## src/rtl/iudp_pkg.sv

```systemverilog
// Shared types, codes and constants for the IPv4/UDP checksum fixup block.
// No dependencies; imported by every module of the block.
`timescale 1ns / 1ps

package iudp_pkg;

    // Word kinds carried on the input tuser
    localparam logic [1:0] ACT_IP      = 2'd0;
    localparam logic [1:0] ACT_UDP     = 2'd1;
    localparam logic [1:0] ACT_PAYLOAD = 2'd2;

    // Header layout (no IP options)
    localparam logic [3:0] IP_HEADER_WORDS  = 4'd10;
    localparam logic [2:0] UDP_HEADER_WORDS = 3'd4;
    localparam logic [3:0] IP_W_TOTLEN      = 4'd1;
    localparam logic [3:0] IP_W_PROTO       = 4'd4;
    localparam logic [3:0] IP_W_CSUM        = 4'd5;
    localparam logic [3:0] IP_W_SRC_ADDR    = 4'd6;
    localparam logic [2:0] UDP_W_LEN        = 3'd2;

    // Payload byte counter saturates here
    localparam logic [16:0] PAYLOAD_MAX = 17'h1ffff;

    // Header byte counts added to the payload length
    localparam logic [17:0] UDP_HDR_BYTES    = 18'd8;
    localparam logic [17:0] IP_UDP_HDR_BYTES = 18'd28;
    localparam logic [17:0] MAX_IP_LEN       = 18'h0ffff;

    // One input item as registered at the block boundary
    typedef struct packed {
        logic        last;
        logic [1:0]  byte_count;
        logic [15:0] word;
        logic [1:0]  action;
    } item_t;

    // Per-packet totals after the final item, handed to the finishing stage
    typedef struct packed {
        logic [15:0] ip_sum;
        logic [15:0] udp_sum;
        logic [16:0] payload_bytes;
        logic        error;
    } totals_t;

    // One result item
    typedef struct packed {
        logic [15:0] ip_total_length;
        logic [15:0] udp_length;
        logic [15:0] ip_checksum;
        logic [15:0] udp_checksum;
        logic        format_error;
    } result_t;

    // 16-bit one's-complement add with end-around carry
    function automatic logic [15:0] oc_add16(input logic [15:0] a, input logic [15:0] b);
        logic [16:0] s;
        s = {1'b0, a} + {1'b0, b};
        return s[15:0] + {15'd0, s[16]};
    endfunction

endpackage

```

## src/rtl/iudp_accum.sv

```systemverilog
// Per-packet state: header word indexes, one's-complement sums and payload byte count.
// Depends on iudp_pkg.
`timescale 1ns / 1ps

module iudp_accum import iudp_pkg::*; (
    input  logic    aclk,
    input  logic    aresetn,
    input  logic    advance,   // item in the input register is consumed this cycle
    input  item_t   item,
    output totals_t totals     // state including this item
);

    logic [3:0]  ip_idx_reg,    ip_idx_next;
    logic [2:0]  udp_idx_reg,   udp_idx_next;
    logic [15:0] ip_sum_reg,    ip_sum_next;
    logic [15:0] udp_sum_reg,   udp_sum_next;
    logic [16:0] pay_bytes_reg, pay_bytes_next;
    logic        err_reg,       err_next;
    logic [17:0] pay_sum;

    // Fold one item into the running state
    always_comb begin
        ip_idx_next    = ip_idx_reg;
        udp_idx_next   = udp_idx_reg;
        ip_sum_next    = ip_sum_reg;
        udp_sum_next   = udp_sum_reg;
        pay_bytes_next = pay_bytes_reg;
        err_next       = err_reg;
        pay_sum        = {1'b0, pay_bytes_reg};

        case (item.action)
            ACT_IP: begin
                if (ip_idx_reg >= IP_HEADER_WORDS) begin
                    err_next = 1'b1;
                end else begin
                    // total length and checksum words are replaced, so skipped
                    if (ip_idx_reg != IP_W_TOTLEN && ip_idx_reg != IP_W_CSUM) begin
                        ip_sum_next = oc_add16(ip_sum_reg, item.word);
                    end
                    // pseudo-header: addresses and protocol byte
                    if (ip_idx_reg >= IP_W_SRC_ADDR) begin
                        udp_sum_next = oc_add16(udp_sum_reg, item.word);
                    end else if (ip_idx_reg == IP_W_PROTO) begin
                        udp_sum_next = oc_add16(udp_sum_reg, {8'h00, item.word[7:0]});
                    end
                    ip_idx_next = ip_idx_reg + 4'd1;
                end
            end
            ACT_UDP: begin
                if (udp_idx_reg >= UDP_HEADER_WORDS) begin
                    err_next = 1'b1;
                end else begin
                    // ports only; length and checksum words are replaced
                    if (udp_idx_reg < UDP_W_LEN) begin
                        udp_sum_next = oc_add16(udp_sum_reg, item.word);
                    end
                    udp_idx_next = udp_idx_reg + 3'd1;
                end
            end
            ACT_PAYLOAD: begin
                if (item.byte_count == 2'd1) begin
                    udp_sum_next = oc_add16(udp_sum_reg, {item.word[15:8], 8'h00});
                    pay_sum      = {1'b0, pay_bytes_reg} + 18'd1;
                end else if (item.byte_count inside {2'd2, 2'd3}) begin
                    udp_sum_next = oc_add16(udp_sum_reg, item.word);
                    pay_sum      = {1'b0, pay_bytes_reg} + 18'd2;
                end
                pay_bytes_next = pay_sum[17] ? PAYLOAD_MAX : pay_sum[16:0];
            end
            default: begin
                // unused kind adds nothing
            end
        endcase
    end

    // Totals seen by the finishing stage
    always_comb begin
        totals.ip_sum        = ip_sum_next;
        totals.udp_sum       = udp_sum_next;
        totals.payload_bytes = pay_bytes_next;
        totals.error         = err_next
                             | (ip_idx_next != IP_HEADER_WORDS)
                             | (udp_idx_next != UDP_HEADER_WORDS);
    end

    // State update; a final item returns everything to the reset state
    always_ff @(posedge aclk) begin
        if (!aresetn || (advance && item.last)) begin
            ip_idx_reg    <= '0;
            udp_idx_reg   <= '0;
            ip_sum_reg    <= '0;
            udp_sum_reg   <= '0;
            pay_bytes_reg <= '0;
            err_reg       <= 1'b0;
        end else if (advance) begin
            ip_idx_reg    <= ip_idx_next;
            udp_idx_reg   <= udp_idx_next;
            ip_sum_reg    <= ip_sum_next;
            udp_sum_reg   <= udp_sum_next;
            pay_bytes_reg <= pay_bytes_next;
            err_reg       <= err_next;
        end
    end

endmodule

```

## src/rtl/iudp_final.sv

```systemverilog
// Finishing logic: lengths, length check and complemented folded checksums.
// Depends on iudp_pkg.
`timescale 1ns / 1ps

module iudp_final import iudp_pkg::*; (
    input  totals_t totals,
    output result_t result
);

    logic [17:0] udp_len_w;
    logic [17:0] ip_len_w;
    logic [15:0] udp_len;
    logic [15:0] ip_len;
    logic [17:0] ua_sum;
    logic [16:0] ua_fold;
    logic [15:0] ua_final;
    logic [16:0] ia_sum;
    logic [15:0] ia_final;

    // Lengths from the payload count
    always_comb begin
        udp_len_w = {1'b0, totals.payload_bytes} + UDP_HDR_BYTES;
        ip_len_w  = {1'b0, totals.payload_bytes} + IP_UDP_HDR_BYTES;
        udp_len   = udp_len_w[15:0];
        ip_len    = ip_len_w[15:0];
    end

    // UDP: pseudo-header length plus header length field, then fold
    always_comb begin
        ua_sum   = {2'b00, totals.udp_sum} + {2'b00, udp_len} + {2'b00, udp_len};
        ua_fold  = {1'b0, ua_sum[15:0]} + {15'd0, ua_sum[17:16]};
        ua_final = ua_fold[15:0] + {15'd0, ua_fold[16]};
    end

    // IPv4: new total length, then fold
    always_comb begin
        ia_sum   = {1'b0, totals.ip_sum} + {1'b0, ip_len};
        ia_final = ia_sum[15:0] + {15'd0, ia_sum[16]};
    end

    always_comb begin
        result.udp_checksum    = ~ua_final;
        result.ip_checksum     = ~ia_final;
        result.udp_length      = udp_len;
        result.ip_total_length = ip_len;
        result.format_error    = totals.error | (ip_len_w > MAX_IP_LEN);
    end

endmodule

```

## src/rtl/ipv4_udp_checksum_fixup.sv

```systemverilog
// Top level of the IPv4/UDP length and checksum fixup block.
// Depends on iudp_pkg, iudp_accum and iudp_final.
`timescale 1ns / 1ps

// Takes one packet as big-endian 16-bit words (ten IPv4 header words, four UDP
// header words, payload) and, on the item marked tlast, gives one result item with
// the UDP checksum, IPv4 header checksum, UDP length and IP total length, plus a
// format error flag in m_tuser. Length and checksum words of the incoming headers
// are ignored. One item is accepted per cycle while input is not stalled; a result
// is presented once its last item has passed from the input register through the
// totals register, then the output register. The per-item critical path is the
// 16-bit end-around-carry add into the running sums. Back-pressure on m_tready
// stalls input only once the pipeline holds a pending result at every stage.

module ipv4_udp_checksum_fixup import iudp_pkg::*; (
    input  logic        aclk,
    input  logic        aresetn,
    input  logic        s_tvalid,
    output logic        s_tready,
    input  logic [23:0] s_tdata,   // [15:0] word, [17:16] byte_count, [23:18] zero
    input  logic [1:0]  s_tuser,   // [1:0] action
    input  logic        s_tlast,
    output logic        m_tvalid,
    input  logic        m_tready,
    output logic [63:0] m_tdata,   // [15:0] udp_checksum, [31:16] ip_checksum,
                                   // [47:32] udp_length, [63:48] ip_total_length
    output logic [0:0]  m_tuser    // [0] format_error
);

    logic    in_valid_reg;
    item_t   in_item_reg;
    logic    snap_valid_reg;
    totals_t snap_reg;
    logic    out_valid_reg;
    result_t out_reg;

    logic    out_ready;
    logic    snap_ready;
    logic    in_adv;
    logic    in_load;
    totals_t totals;
    result_t result;

    // Stage handshakes
    assign out_ready  = !out_valid_reg || m_tready;
    assign snap_ready = !snap_valid_reg || out_ready;
    assign in_adv     = in_valid_reg && (!in_item_reg.last || snap_ready);
    assign s_tready   = !in_valid_reg || in_adv;
    assign in_load    = s_tvalid && s_tready;

    iudp_accum u_accum (
        .aclk    (aclk),
        .aresetn (aresetn),
        .advance (in_adv),
        .item    (in_item_reg),
        .totals  (totals)
    );

    iudp_final u_final (
        .totals (snap_reg),
        .result (result)
    );

    // Valid bits
    always_ff @(posedge aclk) begin
        if (!aresetn) begin
            in_valid_reg   <= 1'b0;
            snap_valid_reg <= 1'b0;
            out_valid_reg  <= 1'b0;
        end else begin
            if (in_load) begin
                in_valid_reg <= 1'b1;
            end else if (in_adv) begin
                in_valid_reg <= 1'b0;
            end
            if (in_adv && in_item_reg.last) begin
                snap_valid_reg <= 1'b1;
            end else if (out_ready) begin
                snap_valid_reg <= 1'b0;
            end
            if (snap_valid_reg && out_ready) begin
                out_valid_reg <= 1'b1;
            end else if (m_tready) begin
                out_valid_reg <= 1'b0;
            end
        end
    end

    // Data registers
    always_ff @(posedge aclk) begin
        if (in_load) begin
            in_item_reg.action     <= s_tuser;
            in_item_reg.word       <= s_tdata[15:0];
            in_item_reg.byte_count <= s_tdata[17:16];
            in_item_reg.last       <= s_tlast;
        end
        if (in_adv && in_item_reg.last) begin
            snap_reg <= totals;
        end
        if (snap_valid_reg && out_ready) begin
            out_reg <= result;
        end
    end

    assign m_tvalid = out_valid_reg;
    assign m_tdata  = {out_reg.ip_total_length, out_reg.udp_length,
                       out_reg.ip_checksum, out_reg.udp_checksum};
    assign m_tuser  = out_reg.format_error;

    // A consumed final item always reaches the totals register
    a_last_to_snap: assert property (@(posedge aclk) disable iff (!aresetn)
        (in_adv && in_item_reg.last) |=> snap_valid_reg)
        else $error("final item did not reach totals register");

    // Totals handed on always produce an output item
    a_snap_to_out: assert property (@(posedge aclk) disable iff (!aresetn)
        (snap_valid_reg && out_ready) |=> out_valid_reg)
        else $error("totals lost before output register");

    // Input stalls only when every stage holds a pending result
    a_stall_cause: assert property (@(posedge aclk) disable iff (!aresetn)
        !s_tready |-> (in_valid_reg && in_item_reg.last && snap_valid_reg
                       && out_valid_reg && !m_tready))
        else $error("input stalled without full pipeline");

    // The two lengths differ by the IPv4 header size
    a_len_pair: assert property (@(posedge aclk) disable iff (!aresetn)
        out_valid_reg |-> (out_reg.ip_total_length == out_reg.udp_length + 16'd20))
        else $error("IP and UDP lengths inconsistent");

endmodule
```

## config.mk

```make
export PLATFORM = sky130hd
export DESIGN_NAME = ipv4_udp_checksum_fixup
export DESIGN_NICKNAME = d
export VERILOG_FILES = /design/src/rtl/iudp_pkg.sv /design/src/rtl/iudp_accum.sv /design/src/rtl/iudp_final.sv /design/src/rtl/ipv4_udp_checksum_fixup.sv
export SDC_FILE = /design/constraint.sdc
export NUM_CORES = 1
export LEC_CHECK = 0
export ABC_CLOCK_PERIOD_IN_PS = 7400
export BUFFER_PORTS_ARGS = -buffer_cell sky130_fd_sc_hd__buf_2
export CORE_UTILIZATION = 56
export DETAILED_ROUTE_END_ITERATION = 16
export PLACE_DENSITY = 0.78
export RECOVER_POWER = 50
export SYNTH_ARGS = -nofsm -noshare
export SYNTH_HDL_FRONTEND = slang
export SYNTH_SLANG_ARGS = --single-unit
```

## constraint.sdc

```tcl
create_clock -name aclk -period 7.4 [get_ports aclk]
set_clock_uncertainty 0.2 [all_clocks]
set_input_delay 1.48 -clock aclk [delete_from_list [all_inputs] [get_ports aclk]]
set_output_delay 1.48 -clock aclk [all_outputs]
set_load 0.01 [all_outputs]
```

* After elaboration in Yosys (flattened, before gate mapping)
Cells that the tools add are included.
Word-level totals: bits in registers 196, input bits 31, output and inout port bits 67, word-level logic and storage cells 111
Operators by class: $add $sub $neg 20, $lt $le $gt $ge 5, equality and inequality tests 10, muxes and demuxes 29, bitwise operators 5, reduce and logical (&&, ||, !) cells 20
Operators by type and width (count):
- 16-bit two-way mux | 10
- 16-bit by 1-bit adder with 16-bit output | 6
- 16-bit by 16-bit adder with 17-bit output | 5
- 18-bit two-way mux | 3
- 16-bit case mux with 3 select lines | 1
- 17-bit two-way mux | 2
- 16-bit NOT | 2
- 17-bit by 1-bit adder with 18-bit output (second input constant) | 1
- 17-bit by 2-bit adder with 18-bit output (second input constant) | 1
- 17-bit by 5-bit adder with 18-bit output (second input constant) | 1
- 18-bit by 16-bit adder with 18-bit output | 1
- 18-bit by 16-bit greater-than comparator with 1-bit output (second input constant) | 1
- 16-bit by 2-bit adder with 17-bit output | 1
- 16-bit by 8-bit adder with 17-bit output | 1
- 16-bit by 4-bit adder with 16-bit output (second input constant) | 1
- 1-bit two-way mux | 8
- 4-bit two-way mux | 2
- 2-bit nonzero test | 4
- 2-bit == test (second input constant) | 3
- 3-bit two-way mux | 2
- 1-bit logical AND | 5
- 1-bit logical NOT | 5
- 1-bit logical OR | 5
- 4-bit by 1-bit adder with 4-bit output (second input constant) | 1
- 14 further kinds | 17

* Logic depth before layout (Yosys ltp)
depth in word-level cells 8, depth in mapped cells 37, mapped depth without buffers 37

* Cells and area by module
Synthesis repeated with hierarchy kept, for this count alone.
Unflattened totals: cell total of the unflattened synthesis 1606, area, all modules 14674.1 sq um
By module, submodules not included:
- iudp_accum | instances 1, cells an instance 1020, area each 7349.5 sq um, seq. area each 1141.1 sq um
- ipv4_udp_checksum_fixup | instances 1, cells an instance 153, area each 4229.1 sq um, seq. area each 4144.0 sq um
- iudp_final | instances 1, cells an instance 433, area each 3095.5 sq um, seq. area each 0.0 sq um

* Worst setup path after synthesis
OpenSTA, ideal clock, no wires.
kind register to register, start point register snap_reg[4] (netlist bit), end point register out_reg (netlist bit m_tdata[14]), data pin, setup time 0.262 ns, data arrival time 7.108 ns, data required time 6.938 ns, path slack -0.170 ns, stages on the path, launching flop included 33, buffers on the path 0, clock period less this slack 7.570 ns, cells stage by stage edfxtp_1 -> inv_1 -> ha_1 -> ha_1 -> a21boi_1 -> o21ai_0 -> a21boi_0 -> o21ai_1 -> nand2_1 -> xor2_1 -> ha_1 -> a2111oi_1 -> a31oi_1 -> o21ai_0 -> a21oi_1 -> o21ai_0 -> nand2b_1 -> o311a_1 -> a2111oi_0 -> ha_1 -> fa_1 -> and2_1 -> nand4_1 -> or3_1 -> nor3_1 -> ha_1 -> ha_1 -> nand3_1 -> nor3_1 -> nor3b_1 -> nand4b_1 -> nor3_1 -> xnor2_1
RTL lines:
- from (decl) | line ipv4_udp_checksum_fixup.sv:33 | totals_t snap_reg;
- from (signal assigned) | line ipv4_udp_checksum_fixup.sv:98 | snap_reg <= totals;
- to (signal assigned) | line ipv4_udp_checksum_fixup.sv:101 | out_reg <= result;
- to (decl) | line ipv4_udp_checksum_fixup.sv:35 | result_t out_reg;

==> impl_metrics.csv <==
group,metric,value,unit
run_status,status,"finished, final reports clean",
grt,overflow,0,
sta,max_freq,139,MHz
floorplanning,initial_utilization,57.6,%
clock_network,cts_hold_buf,0,
clock_network,numCtsBuffers,17,
finish,layout_common_cells,"nand2_1 (187), nor2_1 (138), edfxtp_1 (134)",
synth,yosysTopAreaCellShare,27.6,%
finish,layoutNonFillerInstCount,2133,
clock_network,root_buffer,"clkbuf_16",
grt,antenna_found_initial,0,
sta,rsz0062_at_grt,"yes",
worst_setup_path,crit_type,"reg -> reg",
synth,yosysTopAreaCell,"edfxtp_1",
placement,placed_cells,2092,
finish,fillCellCount,2016,
clock_network,htree_levels,4,
route,drc,0,
synth,ys_seq_elements,194,
hold_path,hold_path.startpoint,"u_accum.err_reg",
floorplanning,core_area,25300,µm²
sta,slew_headroom,31.0,%
floorplanning,fp.dieH,163,µm
synth,synth_cell_types,97,
worst_setup_path,cp_max_fo,3,
synth,synth_edf_count,134,
route,ant_nets,0,
synth,postSynthAreaPerCell,8.96,µm²
clock_network,clk-insertion-delay-late,0.44,ns
synth,syn_area,14600,µm²
worst_setup_path,path_delay_family,"compound AO/OA/AOI/OAI gates",
sta,report.final.slew_viol_count,0,
synth,synth_nets,1776,
grt,track_usage,27.8,%
clock_network,cts_tree,"yes",
worst_setup_path,required,7.38,ns
synth,syn_inst,1628,
grt,grt_max_degree,64,
finish,layout_commonest_cell,"nand2_1",
route,num_vias,12800,
finish,post-route-util,66.9,%
clock_network,path_clk_slew,0.08,ns
finish,area_growth,16.1,%
synth,async_flop_share,0,%
run,max-cap-violations,0,
worst_setup_path,regToRegStartpoint,"snap_reg[1]",
sta,min_period_over_period,97.2,%
finish,largest_reg_flops,62,
worst_setup_path,slowest_stage,"edfxtp_1",
sta,fin_crit,7.20,ns
worst_setup_path,end_kind,"flop",
worst_setup_path,start_kind,"flop",
synth,ys_top_cells_by_area,"edfxtp_1 (28%), ha_1 (9.4%), dfxtp_1 (8.2%), xnor2_1 (7.0%), nand2_1 (4.8%)",
route,routed_via_density,6.02,
placement,portBuffers,91,
worst_setup_path,crit_buf_inv,4,
finish,diodes,0,
pwr,leakage,6.79,nW
finish,drive_above_1_share,16.6,%
grt,grt_pass1_vias,12000,
worst_setup_path,cp-startpoint,"snap_reg[1]",
sta,hold_viol_final,0,
synth,yosysSeqAreaShare,35.8,%
synth,yosys_warnings,0,
sta,finalSetupViolCount,0,
clock_network,clk_path_buf_depth,2,
route,dr.pass1.iters,6,
floorplanning,ios,98,
route,drt_iter0_markers,1283,
placement,hpwl,27.9,mm
synth,ys.flop_type,"edfxtp_1",
hold_path,hold_path.class,"reg -> reg",
worst_setup_path,critPathMaxStageDelay,0.40,ns
floorplanning,num_rows,58,
grt,grt_pass1_wl,58.5,mm
pwr,power_density,175,nW/µm²
worst_setup_path,critPathArrivalTime,7.18,ns
clock_network,cts.sinks,194,
finish,multi_input_area,9140,µm²
floorplanning,die_width,163,µm
route,routed_wl,37.1,mm
pwr,ir_worst_vdd,0.142,mV
route,wl_per_cell,17.4,µm
finish,fin_nets,1938,
finish,seqCellArea,5230,µm²
placement,gp_congestion,0.967,
sta,worst_pin_slew,1.04,ns
floorplanning,dieArea,26700,µm²
synthesized netlist by cell type (all sizes together) (7+ instances only):
cell type / number
nand2b: 19
o21ai: 94
o31ai: 12
and3: 27
fa: 7
nand4: 19
xnor2: 117
xor2: 67
edfxtp: 134
o21bai: 7
nand3b: 7
and2: 23
a211oi: 13
a2111oi: 8
nand3: 51
or3: 18
nor2: 139
clkbuf: 51
o21a: 23
inv: 64
a21o: 25
o211ai: 10
nand2: 188
a21oi: 111
nor2b: 17
nor4: 8
a31oi: 19
dfxtp: 60
nor3: 53
a311oi: 9
ha: 110
buf: 8
metrics by stage:
stage	TNS, ns	total power, mW	hold slack, ns	setup slack (ns)	area (µm²)
2_1_floorplan	0	1.78	0.237	0.0217	14600
3_3_place_gp	-0.762	1.95	0.250	-0.251	16000
3_5_place_dp	-2.03	1.97	0.277	-0.486	16000
4_1_cts	0	2.94	0.292	0.0112	16700
5_1_grt	-1.40	3.08	0.313	-0.311	16900
6_report	0	2.97	0.291	0.204	16900
cell families after synthesis:
logic type | Yosys count | share of synthesized area [%]
AND/OR/NAND/NOR | 602 | 20.2
AO/OA/AOI/OAI | 397 | 18.2
buffers and inverters | 123 | 3.25
flip-flops | 194 | 35.8
multiplexers | 8 | 0.566
adder cells (fa/ha/maj) | 118 | 10.5
XOR/XNOR | 186 | 11.5
routing by layer:
layer | vias up | track usage, % | routed length, µm
met5 | - | 0 | 0
met4 | 0 | 11.1 | 1220
met3 | 67 | 3.35 | 2450
met2 | 481 | 46.7 | 17700
met1 | 6047 | 36.1 | 15800
li1 | 6246 | - | -
tightest hold or removal path, stage by stage (launching register included):
cell and delay, ns:
dfxtp_1 0.34, a21oi_1 0.05, nor2_1 0.07
where the power goes:
| part | switching, mW | internal [mW] | leakage (nW) |
|---|---|---|---|
| registers | 0.0411 | 1.21 | 1.73 |
| logic | 0.439 | 0.296 | 4.76 |
| clock network | 0.484 | 0.495 | 0.307 |
| total | 0.965 | 2.00 | 6.79 |
final cells by class:
class	instances	area share (%)
Multi-Input combinational cell	1311	54.0
Sequential cell	194	30.8
Timing Repair Buffer	202	7.61
Clock buffer	17	2.51
Tap cell	330	2.44
Inverter	64	1.42
Clock inverter	15	1.20
what timing repair did:
item,4_1_cts,5_1_grt
endpoints found under the setup margin,9,11
setup buffers,2,8
gates resized for setup,20,33
pin swaps,8,31
path summary, 6_finish.rpt:
kind / end / slack (ns) / cells past startpoint
min: u_accum.err_reg / 0.29 / 2
max: m_tdata[12] / 0.20 / 38
min reg2reg: u_accum.err_reg / 0.29 / 2
max reg2reg: m_tdata[12] / 0.20 / 38
(Power assumes the default switching activity.)
